[src/sv/slpg_pkg.sv]
`timescale 1ns / 1ps

package slpg_pkg;

    localparam int TICK_W  = 24;
    localparam int PULSE_W = 8;
    localparam int COUNT_W = PULSE_W + 1;
    localparam int CFG_IDX_W  = 8;
    localparam int CFG_DATA_W = TICK_W;

    localparam logic [TICK_W-1:0]  TICK_MAX = {TICK_W{1'b1}};
    localparam logic [TICK_W-1:0]  LONG_HALF_RESET  = TICK_W'(2000000);
    localparam logic [TICK_W-1:0]  SHORT_HALF_RESET = TICK_W'(300000);
    localparam logic [PULSE_W-1:0] MARKER_PULSES_RESET = PULSE_W'(1);
    localparam logic               ON_LEVEL_RESET = 1'b1;

    // register indexes on the configuration port
    localparam logic [CFG_IDX_W-1:0] REG_LONG_HALF_PERIOD  = CFG_IDX_W'(0);
    localparam logic [CFG_IDX_W-1:0] REG_SHORT_HALF_PERIOD = CFG_IDX_W'(1);
    localparam logic [CFG_IDX_W-1:0] REG_MARKER_PULSES     = CFG_IDX_W'(2);
    localparam logic [CFG_IDX_W-1:0] REG_ON_LEVEL          = CFG_IDX_W'(3);

    typedef struct packed {
        logic [TICK_W-1:0]  long_half_period;
        logic [TICK_W-1:0]  short_half_period;
        logic [PULSE_W-1:0] marker_pulses;
        logic               on_level;
    } cfg_t;

    typedef struct packed {
        logic led_level;
        logic led_lit;
        logic blinking;
    } result_t;

endpackage

[src/sv/slpg_cfg.sv]
`timescale 1ns / 1ps

module slpg_cfg
    import slpg_pkg::*;
(
    input  logic                  clk,
    input  logic                  rst_n,
    input  logic                  cfg_valid,
    output logic                  cfg_ready,
    input  logic [CFG_IDX_W-1:0]  cfg_index,
    input  logic [CFG_DATA_W-1:0] cfg_data,
    output cfg_t                  cfg
);

    cfg_t cfg_reg;
    cfg_t cfg_next;

    assign cfg_ready = 1'b1;
    assign cfg      = cfg_reg;

    always_comb
    begin
        cfg_next = cfg_reg;
        if (cfg_valid)
        begin
            unique case (cfg_index)
                REG_LONG_HALF_PERIOD:  cfg_next.long_half_period  = cfg_data;
                REG_SHORT_HALF_PERIOD: cfg_next.short_half_period = cfg_data;
                REG_MARKER_PULSES:     cfg_next.marker_pulses     = cfg_data[PULSE_W-1:0];
                REG_ON_LEVEL:          cfg_next.on_level          = cfg_data[0];
                default:               cfg_next = cfg_reg;
            endcase
        end
    end

    always_ff @(posedge clk or negedge rst_n)
    begin
        if (!rst_n)
        begin
            cfg_reg.long_half_period  <= LONG_HALF_RESET;
            cfg_reg.short_half_period <= SHORT_HALF_RESET;
            cfg_reg.marker_pulses     <= MARKER_PULSES_RESET;
            cfg_reg.on_level          <= ON_LEVEL_RESET;
        end
        else
        begin
            cfg_reg <= cfg_next;
        end
    end

endmodule

[src/sv/slpg_core.sv]
`timescale 1ns / 1ps

module slpg_core
    import slpg_pkg::*;
(
    input  logic    clk,
    input  logic    rst_n,
    input  cfg_t    cfg,
    input  logic    item_valid,
    input  logic    action,
    input  logic    sample,
    output result_t result
);

    logic [TICK_W-1:0]  elapsed_reg,     elapsed_next;
    logic               long_sel_reg,    long_sel_next;
    logic               marker_reg,      marker_next;
    logic               blink_act_reg,   blink_act_next;
    logic [COUNT_W-1:0] change_reg,      change_next;
    logic               drive_reg,       drive_next;
    logic               rest_reg,        rest_next;
    logic               blink_flag_reg,  blink_flag_next;

    logic [TICK_W-1:0]  period;
    logic [TICK_W-1:0]  elapsed_inc;
    logic               expire;
    logic [COUNT_W-1:0] end_count;
    logic               drive_base;

    assign period      = long_sel_reg ? cfg.long_half_period : cfg.short_half_period;
    assign elapsed_inc = (elapsed_reg == TICK_MAX) ? elapsed_reg : elapsed_reg + 1'b1;
    assign expire      = (elapsed_inc >= period);
    // marker ends after 2*N changes, one more when the rest level is lit
    assign end_count   = {cfg.marker_pulses, 1'b0}
                         + COUNT_W'(rest_reg == cfg.on_level);
    // first marker step starts from the on level
    assign drive_base  = long_sel_reg ? drive_reg : cfg.on_level;

    always_comb
    begin
        elapsed_next    = elapsed_reg;
        long_sel_next   = long_sel_reg;
        marker_next     = marker_reg;
        blink_act_next  = blink_act_reg;
        change_next     = change_reg;
        drive_next      = drive_reg;
        rest_next       = rest_reg;
        blink_flag_next = blink_flag_reg;
        if (item_valid)
        begin
            if (action)
            begin
                marker_next    = ~marker_reg;
                blink_act_next = ~blink_act_reg;
                change_next    = '0;
            end
            else if (!expire)
            begin
                elapsed_next = elapsed_inc;
            end
            else
            begin
                elapsed_next = '0;
                rest_next    = sample;
                if (marker_reg)
                begin
                    long_sel_next   = 1'b1;
                    drive_next      = ~drive_base;
                    change_next     = change_reg + 1'b1;
                    blink_flag_next = 1'b1;
                    if (change_next == end_count)
                    begin
                        marker_next = 1'b0;
                    end
                end
                else if (blink_act_reg)
                begin
                    long_sel_next = 1'b0;
                    drive_next    = ~drive_reg;
                end
                else
                begin
                    blink_flag_next = 1'b0;
                    drive_next      = rest_reg;
                end
            end
        end
    end

    always_comb
    begin
        result.led_level = drive_next;
        result.led_lit   = (drive_next == cfg.on_level);
        result.blinking  = blink_flag_next;
    end

    always_ff @(posedge clk or negedge rst_n)
    begin
        if (!rst_n)
        begin
            elapsed_reg    <= '0;
            long_sel_reg   <= 1'b0;
            marker_reg     <= 1'b0;
            blink_act_reg  <= 1'b0;
            change_reg     <= '0;
            drive_reg      <= ON_LEVEL_RESET;
            rest_reg       <= ON_LEVEL_RESET;
            blink_flag_reg <= 1'b0;
        end
        else
        begin
            elapsed_reg    <= elapsed_next;
            long_sel_reg   <= long_sel_next;
            marker_reg     <= marker_next;
            blink_act_reg  <= blink_act_next;
            change_reg     <= change_next;
            drive_reg      <= drive_next;
            rest_reg       <= rest_next;
            blink_flag_reg <= blink_flag_next;
        end
    end

endmodule

[src/sv/sync_led_pattern_generator.sv]
`timescale 1ns / 1ps
// LED pattern generator for marking recordings for optical tracking.
// Input channel (in_valid/in_ready): action = 0 is a one microsecond tick,
// action = 1 a start/stop trigger; default_level_in is the sampled rest level.
// Output channel (out_valid/out_ready): one result per input item giving the
// driven LED level, whether it is lit, and whether the pattern is active.
// Configuration channel (cfg_valid/cfg_ready): cfg_index selects the long
// half period, short half period, marker pulse count or on level; other
// indexes are ignored. cfg_ready is always high. Write only while idle.
// An accepted item lands in the input register, is evaluated against the
// pattern state once the result register is free, and its result is
// registered in the result register, where it is held until taken.
// Throughput: one item per cycle while results are taken; the single state
// update between the input and result registers sets this.
// A stalled receiver holds the result register; the input register still
// takes one more item, then in_ready drops until the result is taken.
// Reset clears all pattern state, sets the core's LED drive to the on level
// and loads the configuration defaults; no clearing pass is needed.

module sync_led_pattern_generator
    import slpg_pkg::*;
(
    input  logic                  clk,
    input  logic                  rst_n,
    input  logic                  in_valid,
    output logic                  in_ready,
    input  logic                  action,
    input  logic                  default_level_in,
    output logic                  out_valid,
    input  logic                  out_ready,
    output logic                  led_level,
    output logic                  led_lit,
    output logic                  blinking,
    input  logic                  cfg_valid,
    output logic                  cfg_ready,
    input  logic [CFG_IDX_W-1:0]  cfg_index,
    input  logic [CFG_DATA_W-1:0] cfg_data
);

    cfg_t    cfg;
    result_t core_result;
    result_t res_reg;

    logic in_valid_reg;
    logic action_reg;
    logic sample_reg;
    logic out_valid_reg;
    logic advance;

    slpg_cfg u_cfg (
        .clk       (clk),
        .rst_n     (rst_n),
        .cfg_valid (cfg_valid),
        .cfg_ready (cfg_ready),
        .cfg_index (cfg_index),
        .cfg_data  (cfg_data),
        .cfg       (cfg)
    );

    // item moves from the input register into the result register
    assign advance  = in_valid_reg && (!out_valid_reg || out_ready);
    assign in_ready = !in_valid_reg || advance;

    slpg_core u_core (
        .clk        (clk),
        .rst_n      (rst_n),
        .cfg        (cfg),
        .item_valid (advance),
        .action     (action_reg),
        .sample     (sample_reg),
        .result     (core_result)
    );

    always_ff @(posedge clk or negedge rst_n)
    begin
        if (!rst_n)
        begin
            in_valid_reg  <= 1'b0;
            out_valid_reg <= 1'b0;
        end
        else
        begin
            if (in_ready)
            begin
                in_valid_reg <= in_valid;
            end
            if (advance)
            begin
                out_valid_reg <= 1'b1;
            end
            else if (out_ready)
            begin
                out_valid_reg <= 1'b0;
            end
        end
    end

    always_ff @(posedge clk)
    begin
        if (in_valid && in_ready)
        begin
            action_reg <= action;
            sample_reg <= default_level_in;
        end
        if (advance)
        begin
            res_reg <= core_result;
        end
    end

    assign out_valid = out_valid_reg;
    assign led_level = res_reg.led_level;
    assign led_lit   = res_reg.led_lit;
    assign blinking  = res_reg.blinking;

    // a held item is never dropped from the input register
    a_in_hold: assert property (@(posedge clk) disable iff (!rst_n)
        in_valid_reg && !advance |=> in_valid_reg)
        else $error("input register lost an item");

    // a pending result is not overwritten or dropped while stalled
    a_out_hold: assert property (@(posedge clk) disable iff (!rst_n)
        out_valid_reg && !out_ready |=> out_valid_reg && $stable(res_reg))
        else $error("stalled result changed");

    // every evaluated item produces a valid result next cycle
    a_advance: assert property (@(posedge clk) disable iff (!rst_n)
        advance |=> out_valid_reg)
        else $error("evaluated item produced no result");

endmodule

[config.mk]
export PLATFORM = sky130hd
export DESIGN_NAME = sync_led_pattern_generator
export DESIGN_NICKNAME = d
export VERILOG_FILES = /design/src/sv/slpg_pkg.sv /design/src/sv/slpg_cfg.sv /design/src/sv/slpg_core.sv /design/src/sv/sync_led_pattern_generator.sv
export SDC_FILE = /design/constraint.sdc
export NUM_CORES = 1
export LEC_CHECK = 0
export BUFFER_PORTS_ARGS = -buffer_cell sky130_fd_sc_hd__buf_4
export CAP_MARGIN = 20
export CELL_PAD_IN_SITES_DETAIL_PLACEMENT = 0
export CELL_PAD_IN_SITES_GLOBAL_PLACEMENT = 1
export CORE_ASPECT_RATIO = 1.75
export CORE_MARGIN = 2
export CORE_UTILIZATION = 48
export CTS_BUF_LIST = sky130_fd_sc_hd__clkbuf_4 sky130_fd_sc_hd__clkbuf_8 sky130_fd_sc_hd__clkbuf_16
export DETAILED_ROUTE_END_ITERATION = 8
export PLACE_DENSITY = 0.81
export SYNTH_ARGS = -nofsm -noshare
export SYNTH_HDL_FRONTEND = slang
export SYNTH_SLANG_ARGS = --single-unit
[constraint.sdc]
create_clock -name clk -period 4.85 [get_ports clk]
set_input_delay 0 -clock clk [delete_from_list [all_inputs] [get_ports clk]]
set_output_delay 0 -clock clk [all_outputs]
set_load 0.05 [all_outputs]
Word-level counts from Yosys, hierarchy flattened
Index checks and enable logic that the tools add are counted.
{ "word_totals": {"reg_bits": 103, "latchBits": 0, "ramBits": 0, "romBits": 0, "in_bits": 39, "out_inout_bits": 6, "word_cells": 81, "memories": 0} }
{ "op_classes": {"addsub": 3, "multipliers": 0, "n_div": 0, "order_cmp": 1, "eq_ne": 7, "shifts": 0, "muxes": 25, "n_bitwise": 5, "reduce_logical": 21} }
{ "op_table": {"columns": ["operator", "count"], "rows": [
  ["$mux W24", 3],
  ["$mux W9", 3],
  ["$add A24 B1 Y24 const B", 1],
  ["$eq A24 B24 Y1 const B", 1],
  ["$ge A24 B24 Y1", 1],
  ["$mux W1", 19],
  ["$eq A8 B2 Y1 const B", 2],
  ["$reduce_and A2 Y1", 7],
  ["$add A9 B1 Y9", 1],
  ["$add A9 B1 Y9 const B", 1],
  ["$eq A9 B9 Y1", 1],
  ["$eq A8 B1 Y1 const B", 1],
  ["$logic_not A8 Y1", 1],
  ["$reduce_bool A2 Y1", 4],
  ["$reduce_and A3 Y1", 2],
  ["$not A1 Y1", 5],
  ["$reduce_and A4 Y1", 1],
  ["$eq A1 B1 Y1", 2],
  ["$logic_and A1 B1 Y1", 2],
  ["$logic_not A1 Y1", 2],
  ["$logic_or A1 B1 Y1", 2]
]} }

Logic depth before layout (Yosys ltp)
Gate-level depths: netlist of run 1.
{ "logic_depth": {"ltp_word": 7, "mapped_depth": 15} }

Cells and area by module
Synthesis of run 1 repeated with hierarchy kept, for this count alone.
{ "unflattened": {"cells_unflattened": 521, "area_unflattened_um2": 6093.3} }
{ "by_module_without_submodules": {"columns": ["module", "instances", "cells_per_inst", "area_each_um2", "seq_area_each_um2"], "rows": [
  ["slpg_core", 1, 380, 3408.3, 978.4],
  ["slpg_cfg", 1, 128, 2431.1, 1447.6],
  ["sync_led_pattern_generator", 1, 13, 254.0, 200.2]
]} }

Worst setup path before layout of run 1
OpenSTA, ideal clock, no wires.
{ "synth_timing": {"path_kind": "register -> register", "startpoint": "register u_core.elapsed_reg[13]", "endpoint": "register res_reg, in the netlist led_level (data pin)", "t_arrival_ps": 3586, "required_time_ps": 4587, "slack_ps": 1001, "stages_incl_launch_ff": 14, "path_buffers": 1, "cell_sequence": "dfrtp_1 > nand4_2 > or4_4 > o21ai_1 > nor2_1 > xnor2_1 > ha_1 > nand2_1 > o21a_1 > a2111o_1 > o211ai_1 > clkbuf_1 > nand2_1 > mux2_2"} }
{ "synth_rtl": {"columns": ["element", "line_no", "text"], "rows": [
  ["start, declared", "slpg_core.sv:15", "logic [TICK_W-1:0] elapsed_reg, elapsed_next;"],
  ["start signal, assigned", "slpg_core.sv:112", "elapsed_reg <= elapsed_next;"],
  ["end signal, assigned", "sync_led_pattern_generator.sv:107", "res_reg <= core_result;"],
  ["end, declared", "sync_led_pattern_generator.sv:42", "result_t res_reg;"]
]} }

==> results of run 1 <==
-- report_power, final --
group | switching [µW] | internal (µW) | total, µW
registers | 138 | 1000 | 1140
clock network | 346 | 380 | 727
logic | 723 | 468 | 1190
-- routing by layer --
metal  global-route usage  up-vias  wire length, µm
met1                0.233     2211             5320
met3               0.0340       40              380
met2                0.427      107             7980
met5                    0        -                0
met4                0.128        0              735
li1                     -     2187                -
-- cells in the final DEF (no fill, tap or decap), types with 20 or more instances in the layout --
cell type      instances
dfrtp_1               79
mux2_2                61
buf_4                 53
dlygate4sd3_1         30
nand2_1               29
xnor2_1               26
ha_1                  26
nor2_1                25
mux2i_1               25
a21oi_1               23
inv_1                 22
nand3_1               22
o21ai_0               20
-- through the flow --
stage	cells	hold WS (ns)	util
after floorplan	553	-0.296	-
after global placement	747	0.0502	0.534
after global routing	794	0.0547	0.586
after detailed placement	747	0.0526	0.534
final	794	0.0320	0.586
after CTS	793	0.0286	0.584
-- cell families (layout without fill, tap and decap cells) --
kind of cell,Yosys count,after routing,share of synthesized area
xor+xnor,35,35,0.0520
mux,86,86,0.159
other cells,1,1,0.000636
flops,103,103,0.446
simple gates,154,154,0.138
fa+ha+maj,26,26,0.0552
compound gates,102,102,0.119
buf+inv,46,122,0.0299
-- cell type report --
class | instances | area, µm²
fillers | 1028 | 4970
multi-input cells | 404 | 3090
flip-flops and latches | 103 | 2630
repair buffers | 84 | 726
clock buffers | 11 | 246
well taps | 165 | 206
inverters | 22 | 82.6
clock inverters | 5 | 50.0
-- path summary, 6_finish.rpt --
kind                                                     from                                end  cells after the start  slack, ns
max                        u_core.elapsed_reg[13]$_DFFE_PN0P_                led_level$_DFFE_PP_                     13       0.61
min                                              cfg_index[1]           u_cfg.cfg[0]$_DFFE_PN1P_                      3       0.03
max reg2reg                u_core.elapsed_reg[13]$_DFFE_PN0P_                led_level$_DFFE_PP_                     13       0.61
min reg2reg                              sample_reg$_DFFE_PP_        u_core.rest_reg$_DFFE_PN1P_                      1       0.49
max in group asynchronous                               rst_n          u_cfg.cfg[20]$_DFFE_PN0P_                      3       3.57
min in group asynchronous                               rst_n  u_core.elapsed_reg[1]$_DFFE_PN0P_                      2       0.21
-- worst max-delay path: cells and delay by family (launching register included) --
kind	cells	cell delay [ns]
and+or+nand+nor	5	1.06
AOI/OAI and AO/OA	4	1.33
DFF	1	0.47
buffers and inverters	1	0.32
adders and majority gates	1	0.31
muxes	1	0.30
xor gates and xnor gates	1	0.17
==> flow_results.xml, run 1 <==
<?xml version="1.0" encoding="UTF-8"?>
<metrics>
  <group name="outcome">
    <metric name="run_status" unit="">finished, final reports clean</metric>
  </group>
  <group name="detailed_routing">
    <metric name="drt_first_pass_iters" unit="">4</metric>
    <metric name="routedWlPerCell" unit="µm">18.2</metric>
    <metric name="detailroute.via_count" unit="">4545</metric>
    <metric name="route.final.wire_length" unit="µm">14400</metric>
    <metric name="dr.first_iter.drc_count" unit="">174</metric>
    <metric name="viasPerCell" unit="">5.72</metric>
    <metric name="detail-route-antenna-nets" unit="">0</metric>
    <metric name="drcViolationCount" unit="">0</metric>
  </group>
  <group name="logic_synthesis">
    <metric name="synth_largest_type_area_fraction" unit="">0.336</metric>
    <metric name="ff_latch_count_synth" unit="">103</metric>
    <metric name="synthesis.instances" unit="">553</metric>
    <metric name="synth_most_common_cell" unit="">dfrtp_1</metric>
    <metric name="mappedNetlistNets" unit="">618</metric>
    <metric name="syn-cell-area" unit="mm²">0.00589</metric>
    <metric name="synthArstFlopShare" unit="">0.951</metric>
    <metric name="synth.yosys.seq_area_share" unit="">0.446</metric>
    <metric name="synth_edf_count" unit="">5</metric>
    <metric name="synth_area_per_cell" unit="µm²">10.7</metric>
    <metric name="synth_top_cells_by_area" unit="">dfrtp_1 (34%), mux2_2 (12%), dfstp_2 (8.5%), ha_1 (5.5%), mux2i_1 (4.2%)</metric>
    <metric name="yosysTopAreaCell" unit="">dfrtp_1</metric>
    <metric name="synth_common_cells" unit="">dfrtp_1 (79), mux2_2 (61), nand2_1 (29)</metric>
    <metric name="netlist-cell-type-count" unit="">50</metric>
    <metric name="synthesis.yosys.warnings" unit="">0</metric>
    <metric name="synth_flop_cell" unit="">dfrtp_1</metric>
  </group>
  <group name="floorplan">
    <metric name="start_util" unit="">0.491</metric>
    <metric name="row_count" unit="">53</metric>
    <metric name="die_width" unit="µm">87.8</metric>
    <metric name="design.die.area" unit="mm²">0.0132</metric>
    <metric name="core-area" unit="mm²">0.0120</metric>
    <metric name="io_pins" unit="">45</metric>
    <metric name="die_height" unit="µm">151</metric>
  </group>
  <group name="global_route">
    <metric name="antenna_found_initial" unit="">0</metric>
    <metric name="grt.total_usage" unit="">0.228</metric>
    <metric name="global_route_wire_length_before_repair" unit="µm">22900</metric>
    <metric name="first_global_vias" unit="">4752</metric>
    <metric name="global_route.overflow_total" unit="">0</metric>
    <metric name="grt_start_max_net_pins" unit="">52</metric>
  </group>
  <group name="timing">
    <metric name="report.final.hold_viol_count" unit="">0</metric>
    <metric name="timing.final.crit_period" unit="ns">4.24</metric>
    <metric name="slew_headroom" unit="">0.465</metric>
    <metric name="fmax" unit="MHz">236</metric>
    <metric name="rsz0062_at_grt" unit="">no</metric>
    <metric name="fin_skew" unit="ns">0.0102</metric>
    <metric name="fin_tns_setup" unit="ns">0</metric>
    <metric name="worst-slew-pin-transition" unit="ns">0.801</metric>
    <metric name="setup_violations" unit="">0</metric>
    <metric name="timing.final.crit_share" unit="">0.875</metric>
    <metric name="final-max-slew-violation-count" unit="">0</metric>
    <metric name="post-route-worst-setup-slack" unit="ns">0.608</metric>
  </group>
  <group name="worst_setup_path">
    <metric name="worstPathMaxFanout" unit="">22</metric>
    <metric name="timing.critical_path.slowest_stage_cell" unit="">or4_4</metric>
    <metric name="worst_ep_required_time" unit="ns">4.95</metric>
    <metric name="critical_path.max_stage_delay" unit="ns">0.54</metric>
    <metric name="critical_path_arrival" unit="ns">4.34</metric>
    <metric name="timing.critical_path.from_type" unit="">flip-flop</metric>
    <metric name="worst-setup-path-type" unit="">reg2reg</metric>
    <metric name="path_cells" unit="">nand4_2 -&gt; or4_4 -&gt; o21ai_1 -&gt; nor2_1 -&gt; xnor2_1 -&gt; ha_1 -&gt; nand2_1 -&gt; o21a_1 -&gt; a2111o_1 -&gt; o211ai_1 -&gt; buf_4 -&gt; nand2_1 -&gt; mux2_2</metric>
    <metric name="endpoint_kind" unit="">flip-flop</metric>
    <metric name="timing.critical_path.mode_cell" unit="">nand2_1</metric>
  </group>
  <group name="clock_network">
    <metric name="cts_buffer_count" unit="">9</metric>
    <metric name="cts-resized-gates" unit="">0</metric>
    <metric name="tritoncts" unit="">done</metric>
    <metric name="clkSlewWorstSetupHoldPaths" unit="ns">0.08</metric>
    <metric name="postCtsHoldBufs" unit="">30</metric>
    <metric name="clock_path_buffers" unit="">2</metric>
    <metric name="clock_insertion_delay_worst_skew" unit="ns">0.35</metric>
    <metric name="clkSinkCount" unit="">103</metric>
    <metric name="h-tree-depth" unit="">3</metric>
    <metric name="cts_setup_buffers" unit="">0</metric>
    <metric name="master_cell_of_the_clock_root_buffer" unit="">clkbuf_16</metric>
  </group>
  <group name="placed_design">
    <metric name="pre_cts_slack" unit="ns">0.616</metric>
    <metric name="placement.io_buffers" unit="">43</metric>
    <metric name="post-dp-hpwl" unit="µm">10400</metric>
    <metric name="finalWeightedCongestion" unit="">0.892</metric>
    <metric name="placement.cell_area" unit="mm²">0.00641</metric>
  </group>
  <group name="finish">
    <metric name="layout.cell_area.non_filler" unit="mm²">0.00703</metric>
    <metric name="area_delta_synth_final" unit="%">19.3</metric>
    <metric name="final_layout_size_suffix_gt1_frac" unit="">0.250</metric>
    <metric name="largest_register_ff_count" unit="">57</metric>
    <metric name="num-nets-final" unit="">689</metric>
    <metric name="diodes" unit="">0</metric>
  </group>
  <group name="power">
    <metric name="power" unit="µW">3060</metric>
    <metric name="powerDensity" unit="mW/mm²">435</metric>
    <metric name="static-leakage-power" unit="µW">0.00314</metric>
    <metric name="ir_drop" unit="mV">0.329</metric>
  </group>
  <group name="hold_path">
    <metric name="worstHoldPathType" unit="">in2reg</metric>
  </group>
  <group name="run">
    <metric name="max-cap-violations" unit="">0</metric>
  </group>
</metrics>
Power figures use the tool's default switching activity.
==> inputs of run 2 (changes only) <==
REMOVE_ABC_BUFFERS = 1   (was default)
SLEW_MARGIN = 20   (was default)
==> run 2 against run 1 <==
Worst setup slack got worse by 0.049 ns. Non-clock buffer count stayed put. Core utilization is 0.19 points lower. Clock skew about the same. Power fell by 0.14%. Via count increased by 3.2%. Critical endpoint is now u_core.elapsed_reg[23]$_DFFE_PN0P_.
==> flow_results.xml, run 2 (same netlist as run 1, synthesis figures left out) <==
<?xml version="1.0" encoding="UTF-8"?>
<metrics>
  <group name="worst_setup_path">
    <metric name="worst-setup-path-type" unit="">reg2reg</metric>
    <metric name="crit-reg2reg-capture" unit="">u_core.elapsed_reg[23]$_DFFE_PN0P_</metric>
    <metric name="critical_path_arrival" unit="ns">4.53</metric>
    <metric name="worst_ep_required_time" unit="ns">5.08</metric>
    <metric name="worstPathMaxFanout" unit="">29</metric>
    <metric name="r2r_cells" unit="">13</metric>
    <metric name="timing.critical_path.from_type" unit="">flip-flop</metric>
    <metric name="reg2reg_from" unit="">u_core.elapsed_reg[0]$_DFFE_PN0P_</metric>
    <metric name="worst-r2r-setup-slack" unit="ns">0.56</metric>
    <metric name="endpoint_kind" unit="">flip-flop</metric>
  </group>
  <group name="floorplan">
    <metric name="design.die.area" unit="mm²">0.0132</metric>
    <metric name="die_height" unit="µm">151</metric>
    <metric name="die_width" unit="µm">87.8</metric>
    <metric name="io_pins" unit="">45</metric>
    <metric name="core-area" unit="mm²">0.0120</metric>
    <metric name="start_util" unit="">0.491</metric>
    <metric name="row_count" unit="">53</metric>
  </group>
  <group name="power">
    <metric name="static-leakage-power" unit="µW">0.00312</metric>
    <metric name="ir_drop" unit="mV">0.285</metric>
    <metric name="powerDensity" unit="mW/mm²">436</metric>
  </group>
  <group name="clock_network">
    <metric name="tritoncts" unit="">done</metric>
    <metric name="master_cell_of_the_clock_root_buffer" unit="">clkbuf_16</metric>
    <metric name="cts_buffer_count" unit="">9</metric>
    <metric name="clock_insertion_delay_worst_skew" unit="ns">0.35</metric>
    <metric name="cts-resized-gates" unit="">0</metric>
    <metric name="h-tree-depth" unit="">3</metric>
    <metric name="clkSlewWorstSetupHoldPaths" unit="ns">0.07</metric>
    <metric name="cts_setup_buffers" unit="">0</metric>
    <metric name="clkSinkCount" unit="">103</metric>
    <metric name="clock_path_buffers" unit="">2</metric>
  </group>
  <group name="detailed_routing">
    <metric name="route.final.wire_length" unit="µm">14100</metric>
    <metric name="detail-route-antenna-nets" unit="">0</metric>
    <metric name="drt_first_pass_iters" unit="">5</metric>
    <metric name="detailroute.via_count" unit="">4689</metric>
    <metric name="drcViolationCount" unit="">0</metric>
    <metric name="viasPerCell" unit="">5.91</metric>
    <metric name="dr.first_iter.drc_count" unit="">275</metric>
    <metric name="routedWlPerCell" unit="µm">17.7</metric>
  </group>
  <group name="timing">
    <metric name="worst-slew-pin-transition" unit="ns">0.837</metric>
    <metric name="finalHoldWorstSlack" unit="ns">0.0312</metric>
    <metric name="fmax" unit="MHz">233</metric>
    <metric name="report.final.hold_viol_count" unit="">0</metric>
    <metric name="fin_skew" unit="ns">0.0102</metric>
    <metric name="final-max-slew-violation-count" unit="">0</metric>
    <metric name="fin_tns_setup" unit="ns">0</metric>
    <metric name="setup_violations" unit="">0</metric>
    <metric name="rsz0062_at_grt" unit="">no</metric>
    <metric name="slew_headroom" unit="">0.441</metric>
    <metric name="post-route-worst-setup-slack" unit="ns">0.559</metric>
    <metric name="timing.final.crit_period" unit="ns">4.29</metric>
    <metric name="timing.final.crit_share" unit="">0.885</metric>
  </group>
  <group name="global_route">
    <metric name="grt.total_usage" unit="">0.226</metric>
    <metric name="grt_start_max_net_pins" unit="">66</metric>
    <metric name="antenna_found_initial" unit="">0</metric>
    <metric name="global_route.overflow_total" unit="">0</metric>
    <metric name="global_route_wire_length_before_repair" unit="µm">22900</metric>
    <metric name="first_global_vias" unit="">4741</metric>
  </group>
  <group name="finish">
    <metric name="layout_commonest_cell" unit="">dfrtp_1</metric>
    <metric name="num-nets-final" unit="">689</metric>
    <metric name="area_delta_synth_final" unit="%">19.0</metric>
    <metric name="fill_cells" unit="">1034</metric>
    <metric name="largest_register_ff_count" unit="">57</metric>
    <metric name="final_standard_cell_utilization_of_the_core" unit="">0.584</metric>
    <metric name="final_cell_mix" unit="">dfrtp_1 (79), mux2_2 (61), buf_4 (54), dlygate4sd3_1 (30), nand2_1 (29)</metric>
    <metric name="final_layout_size_suffix_gt1_frac" unit="">0.248</metric>
    <metric name="diodes" unit="">0</metric>
  </group>
  <group name="outcome">
    <metric name="run_status" unit="">finished, final reports clean</metric>
  </group>
  <group name="hold_path">
    <metric name="holdCritStartpoint" unit="">cfg_index[1]</metric>
    <metric name="worstHoldPathType" unit="">in2reg</metric>
    <metric name="hold_path_end" unit="">u_cfg.cfg[0]$_DFFE_PN1P_</metric>
    <metric name="worstHoldPathCells" unit="">3</metric>
  </group>
  <group name="placed_design">
    <metric name="pre_cts_slack" unit="ns">0.626</metric>
    <metric name="finalWeightedCongestion" unit="">0.942</metric>
    <metric name="post-dp-hpwl" unit="µm">10000</metric>
    <metric name="placement.io_buffers" unit="">43</metric>
  </group>
  <group name="run">
    <metric name="max-cap-violations" unit="">0</metric>
  </group>
</metrics>
## run 2: cell count changes in the layout (fill, tap and decap cells not counted), sizes merged
cell / delta
bufinv: +1
clkbuf: -1
inv: -3
clkinv: +1
clkinvlp: +2
## run 2: layer usage
| metal | GRT usage | up-vias | routed length (µm) |
|---|---|---|---|
| li1 | - | 2185 | - |
| met1 | 0.236 | 2329 | 5130 |
| met2 | 0.423 | 135 | 7880 |
| met4 | 0.115 | 0 | 566 |
| met5 | 0 | - | 0 |
| met3 | 0.0340 | 40 | 468 |
## run 2: area by class of cell
type | count | area, µm² | area share
flip-flops and latches | 103 | 2630 | 0.375
well taps | 165 | 206 | 0.0295
repair buffers | 84 | 706 | 0.101
inverters | 22 | 82.6 | 0.0118
clock buffers | 10 | 233 | 0.0332
multi-input cells | 404 | 3090 | 0.441
clock inverters | 6 | 61.3 | 0.00875
## run 2: report_power, final
part	switching (µW)	leakage (µW)	total, µW	internal (µW)
Clock	312	0.000136	715	403
Sequential	140	0.00130	1140	1000
Combinational	725	0.00168	1200	471
Total	1180	0.00312	3060	1880
## run 2: timing repair
| item | in CTS | in global routing |
|---|---|---|
| hold buffers | 30 | 0 |
| hold endpoints to repair | 96 | 0 |
| endpoints found under the setup margin | 0 | 0 |
## run 2: stage by stage
| step | cell area (µm²) | power [µW] | instances |
|---|---|---|---|
| CTS | 7010 | 3070 | 794 |
| finish | 7010 | 3060 | 794 |
| detailed placement | 6410 | 2330 | 748 |
| floorplan | 5800 | 1880 | 529 |
| global placement | 6410 | 2300 | 748 |
| global route | 7010 | 3240 | 794 |
## run 2: worst max path at each step
| stage | startpoint | endpoint | slack [ns] |
|---|---|---|---|
| final | u_core.elapsed_reg[0]$_DFFE_PN0P_ | u_core.elapsed_reg[23]$_DFFE_PN0P_ | 0.56 |
| after global routing | u_core.elapsed_reg[6]$_DFFE_PN0P_ | u_core.elapsed_reg[0]$_DFFE_PN0P_ | 0.22 |
| after CTS | u_core.elapsed_reg[0]$_DFFE_PN0P_ | u_core.change_reg[3]$_DFFE_PN0P_ | 0.61 |
| after detailed placement | u_core.elapsed_reg[0]$_DFFE_PN0P_ | u_core.change_reg[3]$_DFFE_PN0P_ | 0.63 |
| after global placement | u_core.elapsed_reg[13]$_DFFE_PN0P_ | u_core.change_reg[3]$_DFFE_PN0P_ | 0.79 |
| after floorplan | u_core.elapsed_reg[13]$_DFFE_PN0P_ | led_level$_DFFE_PP_ | 0.29 |
## run 2: critical path, cell delays in order, from the launching register on
cell and delay (ns):
dfrtp_1 0.43, ha_1 0.25, and2_1 0.22, nand4_1 0.14, nor4b_1 0.71, nand3_1 0.22, xnor2_1 0.18, ha_1 0.30
nand4_1 0.14, a2111o_1 0.44, o211ai_1 0.36, buf_4 0.41, o21ai_0 0.14, a22o_1 0.24
==> inputs of run 3 (changes only) <==
CORE_MARGIN = 4   (was 2)
==> run 3 against run 2 <==
Critical path depth is 1 higher. Clock power grew 2.9%. Worst hold slack lost 0.0020 ns. Combinational power barely moved. Critical endpoint is now u_core.change_reg[8]$_DFFE_PN0P_. Largest cell class unchanged.
==> flow_results.xml, run 3 (same netlist as run 1, synthesis figures left out) <==
<?xml version="1.0" encoding="UTF-8"?>
<metrics>
  <group name="power">
    <metric name="static-leakage-power" unit="µW">0.00315</metric>
    <metric name="powerDensity" unit="mW/mm²">439</metric>
    <metric name="ir_drop" unit="mV">0.282</metric>
  </group>
  <group name="clock_network">
    <metric name="clock_insertion_delay_worst_skew" unit="ns">0.35</metric>
    <metric name="tritoncts" unit="">done</metric>
    <metric name="clock_path_buffers" unit="">2</metric>
    <metric name="master_cell_of_the_clock_root_buffer" unit="">clkbuf_16</metric>
    <metric name="cts_buffer_count" unit="">9</metric>
    <metric name="h-tree-depth" unit="">3</metric>
    <metric name="cts_setup_buffers" unit="">0</metric>
    <metric name="clkSlewWorstSetupHoldPaths" unit="ns">0.07</metric>
    <metric name="clkSinkCount" unit="">103</metric>
  </group>
  <group name="global_route">
    <metric name="global_route.overflow_total" unit="">0</metric>
    <metric name="grt_start_max_net_pins" unit="">81</metric>
    <metric name="antenna_found_initial" unit="">0</metric>
    <metric name="global_route_wire_length_before_repair" unit="µm">23900</metric>
    <metric name="grt.total_usage" unit="">0.212</metric>
    <metric name="first_global_vias" unit="">4899</metric>
  </group>
  <group name="finish">
    <metric name="diodes" unit="">0</metric>
    <metric name="seq_area" unit="mm²">0.00263</metric>
    <metric name="fill_cells" unit="">1034</metric>
    <metric name="area_delta_synth_final" unit="%">19.4</metric>
    <metric name="num-nets-final" unit="">691</metric>
    <metric name="largest_register_ff_count" unit="">57</metric>
    <metric name="final_layout_size_suffix_gt1_frac" unit="">0.252</metric>
    <metric name="final_cell_mix" unit="">dfrtp_1 (79), mux2_2 (61), buf_4 (55), dlygate4sd3_1 (30), nand2_1 (29)</metric>
    <metric name="area_used_by_multi_input_combinational_logic" unit="mm²">0.00309</metric>
    <metric name="layout.cell_area.non_filler" unit="mm²">0.00704</metric>
    <metric name="layout_commonest_cell" unit="">dfrtp_1</metric>
  </group>
  <group name="timing">
    <metric name="slew_headroom" unit="">0.299</metric>
    <metric name="timing.final.crit_period" unit="ns">4.32</metric>
    <metric name="worst-slew-pin-transition" unit="ns">1.05</metric>
    <metric name="fmax" unit="MHz">231</metric>
    <metric name="setup_violations" unit="">0</metric>
    <metric name="fin_tns_setup" unit="ns">0</metric>
    <metric name="report.final.hold_viol_count" unit="">0</metric>
    <metric name="final-max-slew-violation-count" unit="">0</metric>
    <metric name="rsz0062_at_grt" unit="">no</metric>
    <metric name="fin_skew" unit="ns">0.00747</metric>
    <metric name="post-route-worst-setup-slack" unit="ns">0.525</metric>
    <metric name="timing.final.crit_share" unit="">0.892</metric>
  </group>
  <group name="worst_setup_path">
    <metric name="worst-setup-path-type" unit="">reg2reg</metric>
    <metric name="worst_ep_required_time" unit="ns">5.06</metric>
    <metric name="path_cells" unit="">nand4_1 -&gt; or4_4 -&gt; o21ai_1 -&gt; nor2_1 -&gt; xnor2_1 -&gt; ha_1 -&gt; nand2_1 -&gt; o21a_1 -&gt; a2111o_1 -&gt; o211ai_1 -&gt; buf_4 -&gt; buf_4 -&gt; a311o_1 -&gt; o211ai_1</metric>
    <metric name="timing.critical_path.slowest_stage_cell" unit="">or4_4</metric>
    <metric name="reg2reg_from" unit="">u_core.elapsed_reg[6]$_DFFE_PN0P_</metric>
    <metric name="timing.critical_path.from_type" unit="">flip-flop</metric>
    <metric name="critical_path.max_stage_delay" unit="ns">0.51</metric>
    <metric name="endpoint_kind" unit="">flip-flop</metric>
    <metric name="worstPathMaxFanout" unit="">20</metric>
    <metric name="worst_setup_path_startpoint" unit="">u_core.elapsed_reg[6]$_DFFE_PN0P_</metric>
    <metric name="critical_path_arrival" unit="ns">4.53</metric>
  </group>
  <group name="detailed_routing">
    <metric name="viasPerCell" unit="">5.82</metric>
    <metric name="drt_first_pass_iters" unit="">5</metric>
    <metric name="route.final.wire_length" unit="µm">14300</metric>
    <metric name="dr.first_iter.drc_count" unit="">276</metric>
    <metric name="detail-route-antenna-nets" unit="">0</metric>
    <metric name="drcViolationCount" unit="">0</metric>
    <metric name="detailroute.via_count" unit="">4629</metric>
    <metric name="routedWlPerCell" unit="µm">17.9</metric>
  </group>
  <group name="placed_design">
    <metric name="placement.io_buffers" unit="">43</metric>
    <metric name="finalWeightedCongestion" unit="">0.971</metric>
    <metric name="placement.cell_area" unit="mm²">0.00643</metric>
    <metric name="post-dp-hpwl" unit="µm">10500</metric>
    <metric name="pre_cts_slack" unit="ns">0.581</metric>
  </group>
  <group name="floorplan">
    <metric name="io_pins" unit="">45</metric>
    <metric name="start_util" unit="">0.491</metric>
    <metric name="row_count" unit="">53</metric>
    <metric name="design.die.area" unit="mm²">0.0142</metric>
    <metric name="die_width" unit="µm">91.8</metric>
    <metric name="core-area" unit="mm²">0.0120</metric>
    <metric name="die_height" unit="µm">155</metric>
  </group>
  <group name="hold_path">
    <metric name="holdCritStartpoint" unit="">cfg_index[1]</metric>
    <metric name="worstHoldPathType" unit="">in2reg</metric>
  </group>
  <group name="run">
    <metric name="max-cap-violations" unit="">0</metric>
  </group>
  <group name="outcome">
    <metric name="run_status" unit="">finished, final reports clean</metric>
  </group>
</metrics>
## run 3: metal layers
metal | vias up | global-route usage | routed length [µm]
met5 | - | 0 | 0
met4 | 0 | 0.0893 | 500
met3 | 34 | 0.0350 | 491
met2 | 123 | 0.397 | 7980
met1 | 2286 | 0.233 | 5310
li1 | 2186 | - | -
## run 3: area by class of cell
| type | count | share of cell area |
|---|---|---|
| Clock buffer | 11 | 0.0350 |
| Clock inverter | 5 | 0.00800 |
| Inverter | 22 | 0.0117 |
| Multi-Input combinational cell | 404 | 0.440 |
| Sequential cell | 103 | 0.373 |
| Tap cell | 165 | 0.0293 |
| Timing Repair Buffer | 86 | 0.103 |
## run 3: final timing paths
path	cells past startpoint	endpoint	slack [ns]
min in group asynchronous	2	u_cfg.cfg[28]$_DFFE_PN0P_	0.06
min reg2reg	1	u_cfg.cfg[23]$_DFFE_PN0P_	0.51
max in group asynchronous	3	u_cfg.cfg[45]$_DFFE_PN0P_	3.80
max	14	u_core.change_reg[8]$_DFFE_PN0P_	0.53
max reg2reg	14	u_core.change_reg[8]$_DFFE_PN0P_	0.53
min	3	u_cfg.cfg[0]$_DFFE_PN1P_	0.03
## run 3: worst max-delay path: cells and delay by family (launching register included)
family                   cells  cell delay (ns)
adder cells (fa/ha/maj)      1             0.30
AO/OA/AOI/OAI                6             1.76
buffers and inverters        2             0.57
flip-flops                   1             0.45
XOR/XNOR                     1             0.17
AND/OR/NAND/NOR              4             0.94
## run 3: per-stage QoR
step / cells / power, µW / utilization / hold slack (ns)
finish: 796 / 3090 / 0.586 / 0.0292
CTS: 796 / 3110 / 0.586 / 0.0237
global placement: 750 / 2310 / 0.536 / -0.116
global route: 796 / 3290 / 0.586 / 0.0529
floorplan: 529 / 1880 / - / -0.296
detailed placement: 750 / 2340 / 0.536 / -0.112
## run 3: power by group
part | internal (µW) | switching (µW)
sequential | 1000 | 141
clock | 420 | 316
combinational | 488 | 718
total | 1910 | 1180
## run 3: repair_timing
action / 4_1_cts / 5_1_grt
hold endpoints to repair: 81 / 0
gates resized for setup: 0 / 0
hold buffers: 30 / 0
setup endpoints to repair: 0 / 0
